`src/sv/sbw_pkg.sv`:
```
// Shared types and constants of the swept box wall collision block.
// Used by the top level and by its port checker; depends on nothing.
`default_nettype none

package sbw_pkg;

  localparam int DEF_TABLE_DEPTH = 32;
  localparam int DEF_COORD_BITS  = 24;

  localparam int SLOT_W = 5;
  localparam int TYPE_W = 3;
  localparam int IGN_W  = 4;

  // Bit positions of the ignore mask.
  localparam int IGN_NORTH = 0;
  localparam int IGN_EAST  = 1;
  localparam int IGN_SOUTH = 2;
  localparam int IGN_WEST  = 3;

  typedef enum logic {
    OP_LOAD  = 1'b0,
    OP_QUERY = 1'b1
  } op_e_t;

  typedef enum logic [TYPE_W-1:0] {
    KIND_RIGHT = 3'd0,
    KIND_LEFT  = 3'd1,
    KIND_FLOOR = 3'd2,
    KIND_CEIL  = 3'd3,
    KIND_EMPTY = 3'd4
  } kind_e_t;

  typedef enum logic [5:0] {
    ST_IDLE = 6'b000001,
    ST_SET1 = 6'b000010,
    ST_SET2 = 6'b000100,
    ST_SET3 = 6'b001000,
    ST_SCAN = 6'b010000,
    ST_FIN  = 6'b100000
  } state_t;

endpackage

`default_nettype wire

```
`src/sv/swept_box_wall_collision_top.sv`:
```
// Load beat: accepted back to back while idle. Query beat: setup states SET1, SET2 and
// SET3, then SCAN issues one slot per cycle from the wall memory read port (unless the
// pipe holds for a result stall), drains the compare pipe (s1, s2, s3) and sees it empty;
// FIN sends the closing beat, after which the next beat is taken. Result stalls also hold
// FIN. Reset (synchronous, active low) clears the per-slot written bits, so every slot
// reads as empty; there is no clearing pass.
`default_nettype none

module swept_box_wall_collision_top
  import sbw_pkg::*;
#(
  parameter int TABLE_DEPTH = DEF_TABLE_DEPTH,
  parameter int COORD_BITS  = DEF_COORD_BITS
) (
  input  wire logic                         clk,
  input  wire logic                         rst_n,
  input  wire logic                         in_valid,
  output      logic                         in_stall,
  input  wire logic                         in_operation,
  input  wire logic [SLOT_W-1:0]            in_slot,
  input  wire logic [TYPE_W-1:0]            in_wall_type,
  input  wire logic signed [COORD_BITS-1:0] in_cur_left,
  input  wire logic signed [COORD_BITS-1:0] in_cur_top,
  input  wire logic [COORD_BITS-2:0]        in_cur_width,
  input  wire logic [COORD_BITS-2:0]        in_cur_height,
  input  wire logic signed [COORD_BITS-1:0] in_prev_left,
  input  wire logic signed [COORD_BITS-1:0] in_prev_top,
  input  wire logic [COORD_BITS-2:0]        in_prev_width,
  input  wire logic [COORD_BITS-2:0]        in_prev_height,
  input  wire logic [IGN_W-1:0]             in_ignore_dirs,
  output      logic                         out_valid,
  input  wire logic                         out_stall,
  output      logic                         out_found,
  output      logic [SLOT_W-1:0]            out_hit_slot,
  output      logic signed [COORD_BITS:0]   out_offset_x,
  output      logic signed [COORD_BITS:0]   out_offset_y,
  output      logic signed [COORD_BITS:0]   out_center_x,
  output      logic signed [COORD_BITS:0]   out_center_y,
  output      logic                         out_last
);

  localparam int IW = (TABLE_DEPTH > 1) ? $clog2(TABLE_DEPTH) : 1;
  localparam int CW = $clog2(TABLE_DEPTH + 1);
  localparam int EW = COORD_BITS + 2;
  localparam int OB = COORD_BITS + 1;
  localparam int MW = TYPE_W + 2 * COORD_BITS + 2 * (COORD_BITS - 1);
  localparam logic [CW-1:0] CNT_END = CW'(TABLE_DEPTH);
  localparam logic signed [EW-1:0] SAT_HI = $signed({2'b00, {(OB-1){1'b1}}});
  localparam logic signed [EW-1:0] SAT_LO = $signed({2'b11, {(OB-1){1'b0}}});

  function automatic logic signed [EW-1:0] sx(input logic [COORD_BITS-1:0] v);
    return $signed({{(EW-COORD_BITS){v[COORD_BITS-1]}}, v});
  endfunction

  function automatic logic signed [EW-1:0] zx(input logic [COORD_BITS-2:0] v);
    return $signed({{(EW-COORD_BITS+1){1'b0}}, v});
  endfunction

  function automatic logic [OB-1:0] sat(input logic signed [EW-1:0] v);
    logic [OB-1:0] r;
    if (v > SAT_HI) begin
      r = {1'b0, {(OB-1){1'b1}}};
    end else if (v < SAT_LO) begin
      r = {1'b1, {(OB-1){1'b0}}};
    end else begin
      r = v[OB-1:0];
    end
    return r;
  endfunction

  // Control state.
  state_t                  state_r, state_nxt;
  logic [CW-1:0]           cnt_r;
  logic                    s1_v_r, s2_v_r, s3_v_r;
  logic                    pend_v_r;
  logic                    out_v_r;
  logic [TABLE_DEPTH-1:0]  valid_r;

  // Wall memory and its read register.
  logic [MW-1:0]           mem [TABLE_DEPTH];
  logic [MW-1:0]           rd_r;
  logic                    rv_r;
  logic [IW-1:0]           s1_slot_r;

  // Query registers.
  logic signed [EW-1:0]    q_cl_r, q_ct_r, q_pl_r, q_pt_r;
  logic [COORD_BITS-2:0]   q_cw_r, q_ch_r, q_pw_r, q_ph_r;
  logic [IGN_W-1:0]        q_ign_r;
  logic signed [EW-1:0]    cr_r, cbt_r, pr_r, pb_r;
  logic [OB-1:0]           cx_r, cy_r;
  logic signed [EW-1:0]    bl_r, br_r, bt_r, bb_r;
  logic                    scan_right_r, scan_left_r, scan_floor_r, scan_ceil_r;
  logic                    bl_lt_br_r, bt_lt_bb_r;

  // Pipe stage two and three.
  kind_e_t                 s2_kind_r;
  logic signed [EW-1:0]    s2_wl_r, s2_wt_r, s2_wr_r, s2_wb_r;
  logic                    s2_nz_r, s2_wl_lt_br_r, s2_wt_lt_bb_r;
  logic [IW-1:0]           s2_slot_r;
  logic                    s3_hit_r, s3_isx_r;
  logic signed [EW-1:0]    s3_off_r;
  logic [IW-1:0]           s3_slot_r;

  // Held hit, emitted once the next hit or the end of the scan shows up.
  logic [SLOT_W-1:0]       pend_slot_r;
  logic [OB-1:0]           pend_ox_r, pend_oy_r;

  logic                    out_found_r, out_last_r;
  logic [SLOT_W-1:0]       out_slot_r;
  logic [OB-1:0]           out_ox_r, out_oy_r, out_cx_r, out_cy_r;

  logic                    in_acc, load_we, out_free, adv, adv_scan, issue, rd_en;
  logic                    scan_done, emit_mid, fin_emit;
  logic [IW-1:0]           wr_idx;
  logic [TYPE_W-1:0]       kind_in;
  logic [TYPE_W-1:0]       m_kind;
  logic [COORD_BITS-1:0]   m_left, m_top;
  logic [COORD_BITS-2:0]   m_w, m_h;
  logic                    mv_left, mv_down;
  logic                    ov3, match3, hit3, isx3;
  logic signed [EW-1:0]    cmp_a, cmp_b, op_m, op_s, off3;

  assign in_stall = (state_r != ST_IDLE);
  assign in_acc   = in_valid && !in_stall;
  assign wr_idx   = IW'(in_slot);
  assign load_we  = in_acc && (in_operation == OP_LOAD) && (int'(in_slot) < TABLE_DEPTH);
  assign kind_in  = (in_wall_type > KIND_EMPTY) ? KIND_EMPTY : in_wall_type;

  assign out_free  = !out_v_r || !out_stall;
  // The pipe holds only when a new hit must push the held one out and the
  // output register cannot take it.
  assign adv       = !(s3_v_r && s3_hit_r && pend_v_r && !out_free);
  assign adv_scan  = (state_r == ST_SCAN) && adv;
  assign issue     = (cnt_r != CNT_END);
  assign rd_en     = adv_scan && issue;
  assign scan_done = !issue && !s1_v_r && !s2_v_r && !s3_v_r;
  assign emit_mid  = adv_scan && s3_v_r && s3_hit_r && pend_v_r;
  assign fin_emit  = (state_r == ST_FIN) && out_free;

  assign {m_kind, m_left, m_top, m_w, m_h} = rd_r;

  assign mv_left = (q_cl_r < q_pl_r) && !q_ign_r[IGN_EAST];
  assign mv_down = (cbt_r > pb_r) && !q_ign_r[IGN_NORTH];

  always_comb begin
    state_nxt = state_r;
    unique case (state_r)
      ST_IDLE: begin
        if (in_acc && (in_operation == OP_QUERY)) state_nxt = ST_SET1;
      end
      ST_SET1: state_nxt = ST_SET2;
      ST_SET2: state_nxt = ST_SET3;
      ST_SET3: state_nxt = ST_SCAN;
      ST_SCAN: begin
        if (scan_done) state_nxt = ST_FIN;
      end
      ST_FIN: begin
        if (out_free) state_nxt = ST_IDLE;
      end
      default: state_nxt = ST_IDLE;
    endcase
  end

  // Stage three: the edge of the union that touches the wall already satisfies
  // its side of the crossing test through the overlap, so one compare remains.
  always_comb begin
    ov3 = s2_nz_r && s2_wl_lt_br_r && s2_wt_lt_bb_r && bl_lt_br_r && bt_lt_bb_r
          && (bl_r < s2_wr_r) && (bt_r < s2_wb_r);
    match3 = 1'b0;
    isx3   = 1'b0;
    cmp_a  = '0;
    cmp_b  = '0;
    op_m   = '0;
    op_s   = '0;
    unique case (s2_kind_r)
      KIND_RIGHT: begin
        match3 = scan_right_r;
        isx3   = 1'b1;
        cmp_a  = q_pl_r;
        cmp_b  = s2_wr_r;
        op_m   = s2_wr_r;
        op_s   = q_cl_r;
      end
      KIND_LEFT: begin
        match3 = scan_left_r;
        isx3   = 1'b1;
        cmp_a  = s2_wl_r;
        cmp_b  = pr_r;
        op_m   = s2_wl_r;
        op_s   = cr_r;
      end
      KIND_FLOOR: begin
        match3 = scan_floor_r;
        cmp_a  = s2_wt_r;
        cmp_b  = pb_r;
        op_m   = s2_wt_r;
        op_s   = cbt_r;
      end
      KIND_CEIL: begin
        match3 = scan_ceil_r;
        cmp_a  = q_pt_r;
        cmp_b  = s2_wb_r;
        op_m   = s2_wb_r;
        op_s   = q_ct_r;
      end
      default: begin
      end
    endcase
    hit3 = ov3 && match3 && (cmp_a >= cmp_b);
    off3 = op_m - op_s;
  end

  always_ff @(posedge clk) begin
    if (!rst_n) begin
      state_r  <= ST_IDLE;
      cnt_r    <= '0;
      s1_v_r   <= 1'b0;
      s2_v_r   <= 1'b0;
      s3_v_r   <= 1'b0;
      pend_v_r <= 1'b0;
      out_v_r  <= 1'b0;
      valid_r  <= '0;
    end else begin
      state_r <= state_nxt;
      if (load_we) valid_r[wr_idx] <= 1'b1;
      if (state_r == ST_SET3) begin
        cnt_r    <= '0;
        s1_v_r   <= 1'b0;
        s2_v_r   <= 1'b0;
        s3_v_r   <= 1'b0;
        pend_v_r <= 1'b0;
      end else if (adv_scan) begin
        if (issue) cnt_r <= cnt_r + 1'b1;
        s1_v_r <= issue;
        s2_v_r <= s1_v_r;
        s3_v_r <= s2_v_r;
        if (s3_v_r && s3_hit_r) pend_v_r <= 1'b1;
      end else if (fin_emit) begin
        pend_v_r <= 1'b0;
      end
      if (emit_mid || fin_emit) begin
        out_v_r <= 1'b1;
      end else if (!out_stall) begin
        out_v_r <= 1'b0;
      end
    end
  end

  always_ff @(posedge clk) begin
    if (load_we) mem[wr_idx] <= {kind_in, in_cur_left, in_cur_top, in_cur_width, in_cur_height};
    if (rd_en) begin
      rd_r      <= mem[cnt_r[IW-1:0]];
      rv_r      <= valid_r[cnt_r[IW-1:0]];
      s1_slot_r <= cnt_r[IW-1:0];
    end
  end

  always_ff @(posedge clk) begin
    if (in_acc && (in_operation == OP_QUERY)) begin
      q_cl_r  <= sx(in_cur_left);
      q_ct_r  <= sx(in_cur_top);
      q_pl_r  <= sx(in_prev_left);
      q_pt_r  <= sx(in_prev_top);
      q_cw_r  <= in_cur_width;
      q_ch_r  <= in_cur_height;
      q_pw_r  <= in_prev_width;
      q_ph_r  <= in_prev_height;
      q_ign_r <= in_ignore_dirs;
    end

    if (state_r == ST_SET1) begin
      cr_r  <= q_cl_r + zx(q_cw_r);
      cbt_r <= q_ct_r + zx(q_ch_r);
      pr_r  <= q_pl_r + zx(q_pw_r);
      pb_r  <= q_pt_r + zx(q_ph_r);
      cx_r  <= OB'(q_cl_r + zx(q_cw_r >> 1));
      cy_r  <= OB'(q_ct_r + zx(q_ch_r >> 1));
    end

    if (state_r == ST_SET2) begin
      bl_r         <= (q_cl_r < q_pl_r) ? q_cl_r : q_pl_r;
      br_r         <= (cr_r > pr_r) ? cr_r : pr_r;
      bt_r         <= (q_ct_r < q_pt_r) ? q_ct_r : q_pt_r;
      bb_r         <= (cbt_r > pb_r) ? cbt_r : pb_r;
      scan_right_r <= mv_left;
      scan_left_r  <= !mv_left && (cr_r > pr_r) && !q_ign_r[IGN_WEST];
      scan_floor_r <= mv_down;
      scan_ceil_r  <= !mv_down && (q_ct_r < q_pt_r) && !q_ign_r[IGN_SOUTH];
    end

    if (state_r == ST_SET3) begin
      bl_lt_br_r <= (bl_r < br_r);
      bt_lt_bb_r <= (bt_r < bb_r);
    end

    if (adv_scan) begin
      s2_kind_r     <= rv_r ? kind_e_t'(m_kind) : KIND_EMPTY;
      s2_wl_r       <= sx(m_left);
      s2_wt_r       <= sx(m_top);
      s2_wr_r       <= sx(m_left) + zx(m_w);
      s2_wb_r       <= sx(m_top) + zx(m_h);
      s2_nz_r       <= (m_w != '0) && (m_h != '0);
      s2_wl_lt_br_r <= (sx(m_left) < br_r);
      s2_wt_lt_bb_r <= (sx(m_top) < bb_r);
      s2_slot_r     <= s1_slot_r;
      s3_hit_r      <= hit3;
      s3_isx_r      <= isx3;
      s3_off_r      <= off3;
      s3_slot_r     <= s2_slot_r;
    end

    if (adv_scan && s3_v_r && s3_hit_r) begin
      pend_slot_r <= SLOT_W'(s3_slot_r);
      pend_ox_r   <= s3_isx_r ? sat(s3_off_r) : '0;
      pend_oy_r   <= s3_isx_r ? '0 : sat(s3_off_r);
    end

    if (emit_mid) begin
      out_found_r <= 1'b1;
      out_slot_r  <= pend_slot_r;
      out_ox_r    <= pend_ox_r;
      out_oy_r    <= pend_oy_r;
      out_cx_r    <= cx_r;
      out_cy_r    <= cy_r;
      out_last_r  <= 1'b0;
    end else if (fin_emit) begin
      // A scan without a hit closes with a single not-found beat.
      out_found_r <= pend_v_r;
      out_slot_r  <= pend_v_r ? pend_slot_r : '0;
      out_ox_r    <= pend_v_r ? pend_ox_r : '0;
      out_oy_r    <= pend_v_r ? pend_oy_r : '0;
      out_cx_r    <= cx_r;
      out_cy_r    <= cy_r;
      out_last_r  <= 1'b1;
    end
  end

  assign out_valid    = out_v_r;
  assign out_found    = out_found_r;
  assign out_hit_slot = out_slot_r;
  assign out_offset_x = $signed(out_ox_r);
  assign out_offset_y = $signed(out_oy_r);
  assign out_center_x = $signed(out_cx_r);
  assign out_center_y = $signed(out_cy_r);
  assign out_last     = out_last_r;

endmodule

`default_nettype wire

```
`config.mk`:
```
export PLATFORM = sky130hd
export DESIGN_NAME = swept_box_wall_collision_top
export DESIGN_NICKNAME = d
export VERILOG_FILES = /design/src/sv/sbw_pkg.sv /design/src/sv/swept_box_wall_collision_top.sv
export SDC_FILE = /design/constraint.sdc
export NUM_CORES = 2
export LEC_CHECK = 0
export BUFFER_PORTS_ARGS = -buffer_cell sky130_fd_sc_hd__buf_2
export CORE_MARGIN = 10
export CORE_UTILIZATION = 55
export CTS_BUF_LIST = sky130_fd_sc_hd__clkbuf_4 sky130_fd_sc_hd__clkbuf_8
export CTS_CLUSTER_DIAMETER = 150
export DETAILED_ROUTE_END_ITERATION = 12
export PLACE_DENSITY = 0.71
export REMOVE_ABC_BUFFERS = 1
export SYNTH_ARGS = -nofsm -noshare
export SYNTH_HDL_FRONTEND = slang
export SYNTH_SLANG_ARGS = --single-unit
```
`constraint.sdc`:
```
create_clock -name clk -period 28 [get_ports clk]
set_input_delay 4.2 -clock clk [delete_from_list [all_inputs] [get_ports clk]]
set_output_delay 4.2 -clock clk [all_outputs]
set_load 0.05 [all_outputs]
```
==> reports/qor.yml <==
power:
  power.total_mw: 12.2
  leakage_nw: 60.2
  peakVddDrop_uv: 44.4
  power.density_nw_per_um2: 65.9
logic_synthesis:
  average_footprint_of_a_synthesized_cell_sq_um: 19.9
  post-synth-top-count-cell: "sky130_fd_sc_hd__edfxtp_1"
  dominantRegCellSynth: "sky130_fd_sc_hd__edfxtp_1"
  yosysWarnings: 0
  synth_top_cell_by_area: "sky130_fd_sc_hd__edfxtp_1"
  netlist.area_leader.share_pct: 71.8
  synth_seq_cells: 4006
  number_of_enable_type_register_cells_in_the_synthesized_netlist: 3955
  unique_cell_type_count_in_the_yosys_netlist: 85
  post_synth_instance_area_sq_um: 165000
  ys_top_cells_by_area: "sky130_fd_sc_hd__edfxtp_1 (72%), sky130_fd_sc_hd__mux4_2 (14%), sky130_fd_sc_hd__ha_1 (3.6%)"
  synth_common_cells: "sky130_fd_sc_hd__edfxtp_1 (3955), sky130_fd_sc_hd__mux4_2 (1002), sky130_fd_sc_hd__ha_1 (474)"
  yosysSeqAreaShare_pct: 72.4
  post_synth_inst_count: 8324
  synthArstFlopShare_pct: 0
clocking:
  post-cts-setup-buffers: 0
  cts-htree-levels: 6
  clock_tree_from_tritoncts: "done"
  count_of_cells_resized_by_post_cts_repair: 0
  cts_buffers: 630
  clock_latency_at_the_later_pin_of_the_worst_skew_pair_ns: 1.21
  clk_root_buffer_cell: "sky130_fd_sc_hd__clkbuf_8"
  clkSinkCount: 4006
  cts_clk_pin_slew_worst_paths_ns: 0.06
  postCtsHoldBufs: 0
  number_of_buffers_on_the_longest_clock_path: 4
critical_path:
  critical_path.top_delay_family: "simple AND/OR/NAND/NOR gates"
  critical-path-max-stage-delay_ns: 0.82
  critical_path.endpoint: "mem[11][47]"
  timing.critical_path.fanout_max: 43
  setup.worst_path.start: "in_valid"
  reg2reg_setup_slack_ns: 21.90
  worstReg2RegStart: "cnt_r[1]"
  worst_path_max_delay_cell: "sky130_fd_sc_hd__buf_4"
  critPathBufInv: 3
  worst-r2r-cell-count: 7
  cp_cell_sequence: "buf_2, nand2_1, nor3_1, nand2_1, nor2_4, buf_4, buf_4"
  end_of_the_worst_register_to_register_path: "rd_r[5]"
  cp-start-kind: "input port"
  timing.critical_path.required_ns: 28.75
  cp.depth: 7
  critical_path_arrival_ns: 8.03
  crit_type: "input port to flop"
  crit_path_end_kind: "flop"
grt:
  grt_pass1_vias: 87600
  globalRouteOverflowTotal: 0
  grt_antenna_before_repair: 71
  grt_pass1_wl_um: 647000
  globalRouteTotalUtil_pct: 27.9
  grt_max_degree: 126
routing:
  initialDrtViolationCount: 12900
  route.vias.total: 88800
  drc: 0
  via_per_inst: 6.57
  routed_wl_um: 459000
  drt_first_pass_iters: 6
  post_detailed_route_count_of_antenna_violating_nets: 0
  avgRoutedWirePerCell_um: 33.9
die:
  floorplan.core_area_sq_um: 300000
  floorplan.rows: 201
  die_area_sq_um: 323000
  num_io_pins: 314
  initial_utilization_pct: 55.2
  dieHeight_um: 568
  floorplan.die.width_um: 568
cells_and_area:
  post_route_cells_drive_above_1_share_pct: 27.1
  num-nets-final: 9766
  postLayoutCellArea_sq_um: 184000
  fill_cells: 20600
  syn2layout_area_growth_pct: 11.5
  layoutNonFillerInstCount: 13500
sta:
  period_needed_ns: 7.27
  timing.final.hold_violations: 0
  max_freq_mhz: 138
  finalHoldWorstSlack_ns: 0.352
  max-slew-margin-rel_pct: 11.3
  worst_pin_slew_ns: 1.32
  worst_clock_skew_ns: 0.0949
  grt_setup_unrepaired: "false"
  setup_viol: 0
  period_share_pct: 26.0
  finalMaxSlewViolations: 0
placement:
  placed_cell_area_sq_um: 172000
  numPortBuffers: 313
  finalWeightedCongestion: 0.975
  dp_hpwl_um: 288000
  dpl.cell_count: 12400
min_path:
  tightest_hold_check_type: "flop to flop"
flow_run:
  cap_viol_max_count: 0
outcome:
  run_status: "finished, final reports clean"
## worst min-delay path by stage
| stage | slack [ns] | from | to | cells after the start |
|---|---|---|---|---|
| 3_3_place_gp | 0.40 | s1_slot_r[3] | s2_slot_r[3] | 0 |
| 2_1_floorplan | 0.40 | cx_r[0] | out_center_x[0] | 0 |
| 5_1_grt | 0.38 | s1_slot_r[1] | s2_slot_r[1] | 0 |
| 4_1_cts | 0.35 | s1_slot_r[1] | s2_slot_r[1] | 0 |
| 3_5_place_dp | 0.40 | cx_r[11] | out_center_x[11] | 0 |
| 6_report | 0.35 | s1_slot_r[1] | s2_slot_r[1] | 0 |
## state kept, by name, indices dropped and copies added (netlist names), 26 cells and up
| register | flops |
|---|---|
| s3_off_r | 26 |
| mem | 3104 |
| valid_r | 32 |
| rd_r | 97 |
## logic make-up after synthesis
kind of cell	after synthesis	synth area share [%]
XOR/XNOR	185	0.979
AND/OR/NAND/NOR	969	3.00
multiplexers	1183	14.9
flip-flops	4006	72.4
buffers and inverters	605	1.42
AO/OA/AOI/OAI	893	3.66
adder cells (fa/ha/maj)	483	3.69
## placed cells by master, fill, tap and decap left out, types with 110 or more instances in the layout
master	count
sky130_fd_sc_hd__o21ai_0	110
sky130_fd_sc_hd__nor2_1	221
sky130_fd_sc_hd__buf_4	114
sky130_fd_sc_hd__clkbuf_8	634
sky130_fd_sc_hd__a21oi_1	205
sky130_fd_sc_hd__ha_1	474
sky130_fd_sc_hd__nand2_1	153
sky130_fd_sc_hd__inv_1	282
sky130_fd_sc_hd__clkbuf_4	192
sky130_fd_sc_hd__a21o_1	153
sky130_fd_sc_hd__edfxtp_1	3955
sky130_fd_sc_hd__clkinv_1	146
sky130_fd_sc_hd__mux4_2	1002
sky130_fd_sc_hd__buf_2	313
sky130_fd_sc_hd__xnor2_1	138
## report_power, final
part           switching [mW]  leakage (nW)  internal [mW]
sequential             0.0820          35.9           6.67
clock                    2.33          6.43           2.55
combinational           0.361          17.9          0.168
total                    2.77          60.2           9.39
## layer usage
| layer | global-route usage (%) | routed length (um) | vias to the layer above |
|---|---|---|---|
| li1 | - | - | 35900 |
| met1 | 40.6 | 174000 | 46200 |
| met2 | 40.6 | 202000 | 5851 |
| met3 | 8.27 | 63700 | 864 |
| met4 | 10.1 | 18900 | 22 |
| met5 | 0 | 155 | - |
## per-stage QoR
step | setup slack [ns] | setup TNS, ns | utilization [%]
after floorplan | -7.80 | -1268.92 | -
after global placement | 19.68 | 0 | 57.4
after detailed placement | 19.64 | 0 | 57.4
after CTS | 20.88 | 0 | 61.5
after global routing | 20.68 | 0 | 61.5
final | 20.73 | 0 | 61.5
## final cells by class
cell class | instances | area [sq um] | share of cell area [%]
tap | 3958 | 4950 | 2.68
clock inverter | 274 | 2060 | 1.12
antenna | 26 | 65.1 | 0.0353
inverter | 285 | 1070 | 0.583
clock buffer | 826 | 10200 | 5.51
sequential | 4006 | 120000 | 64.9
timing repair buffer | 442 | 2720 | 1.48
multi-input combinational | 3713 | 43600 | 23.7
No activity file was read; power rests on OpenSTA's default activity.
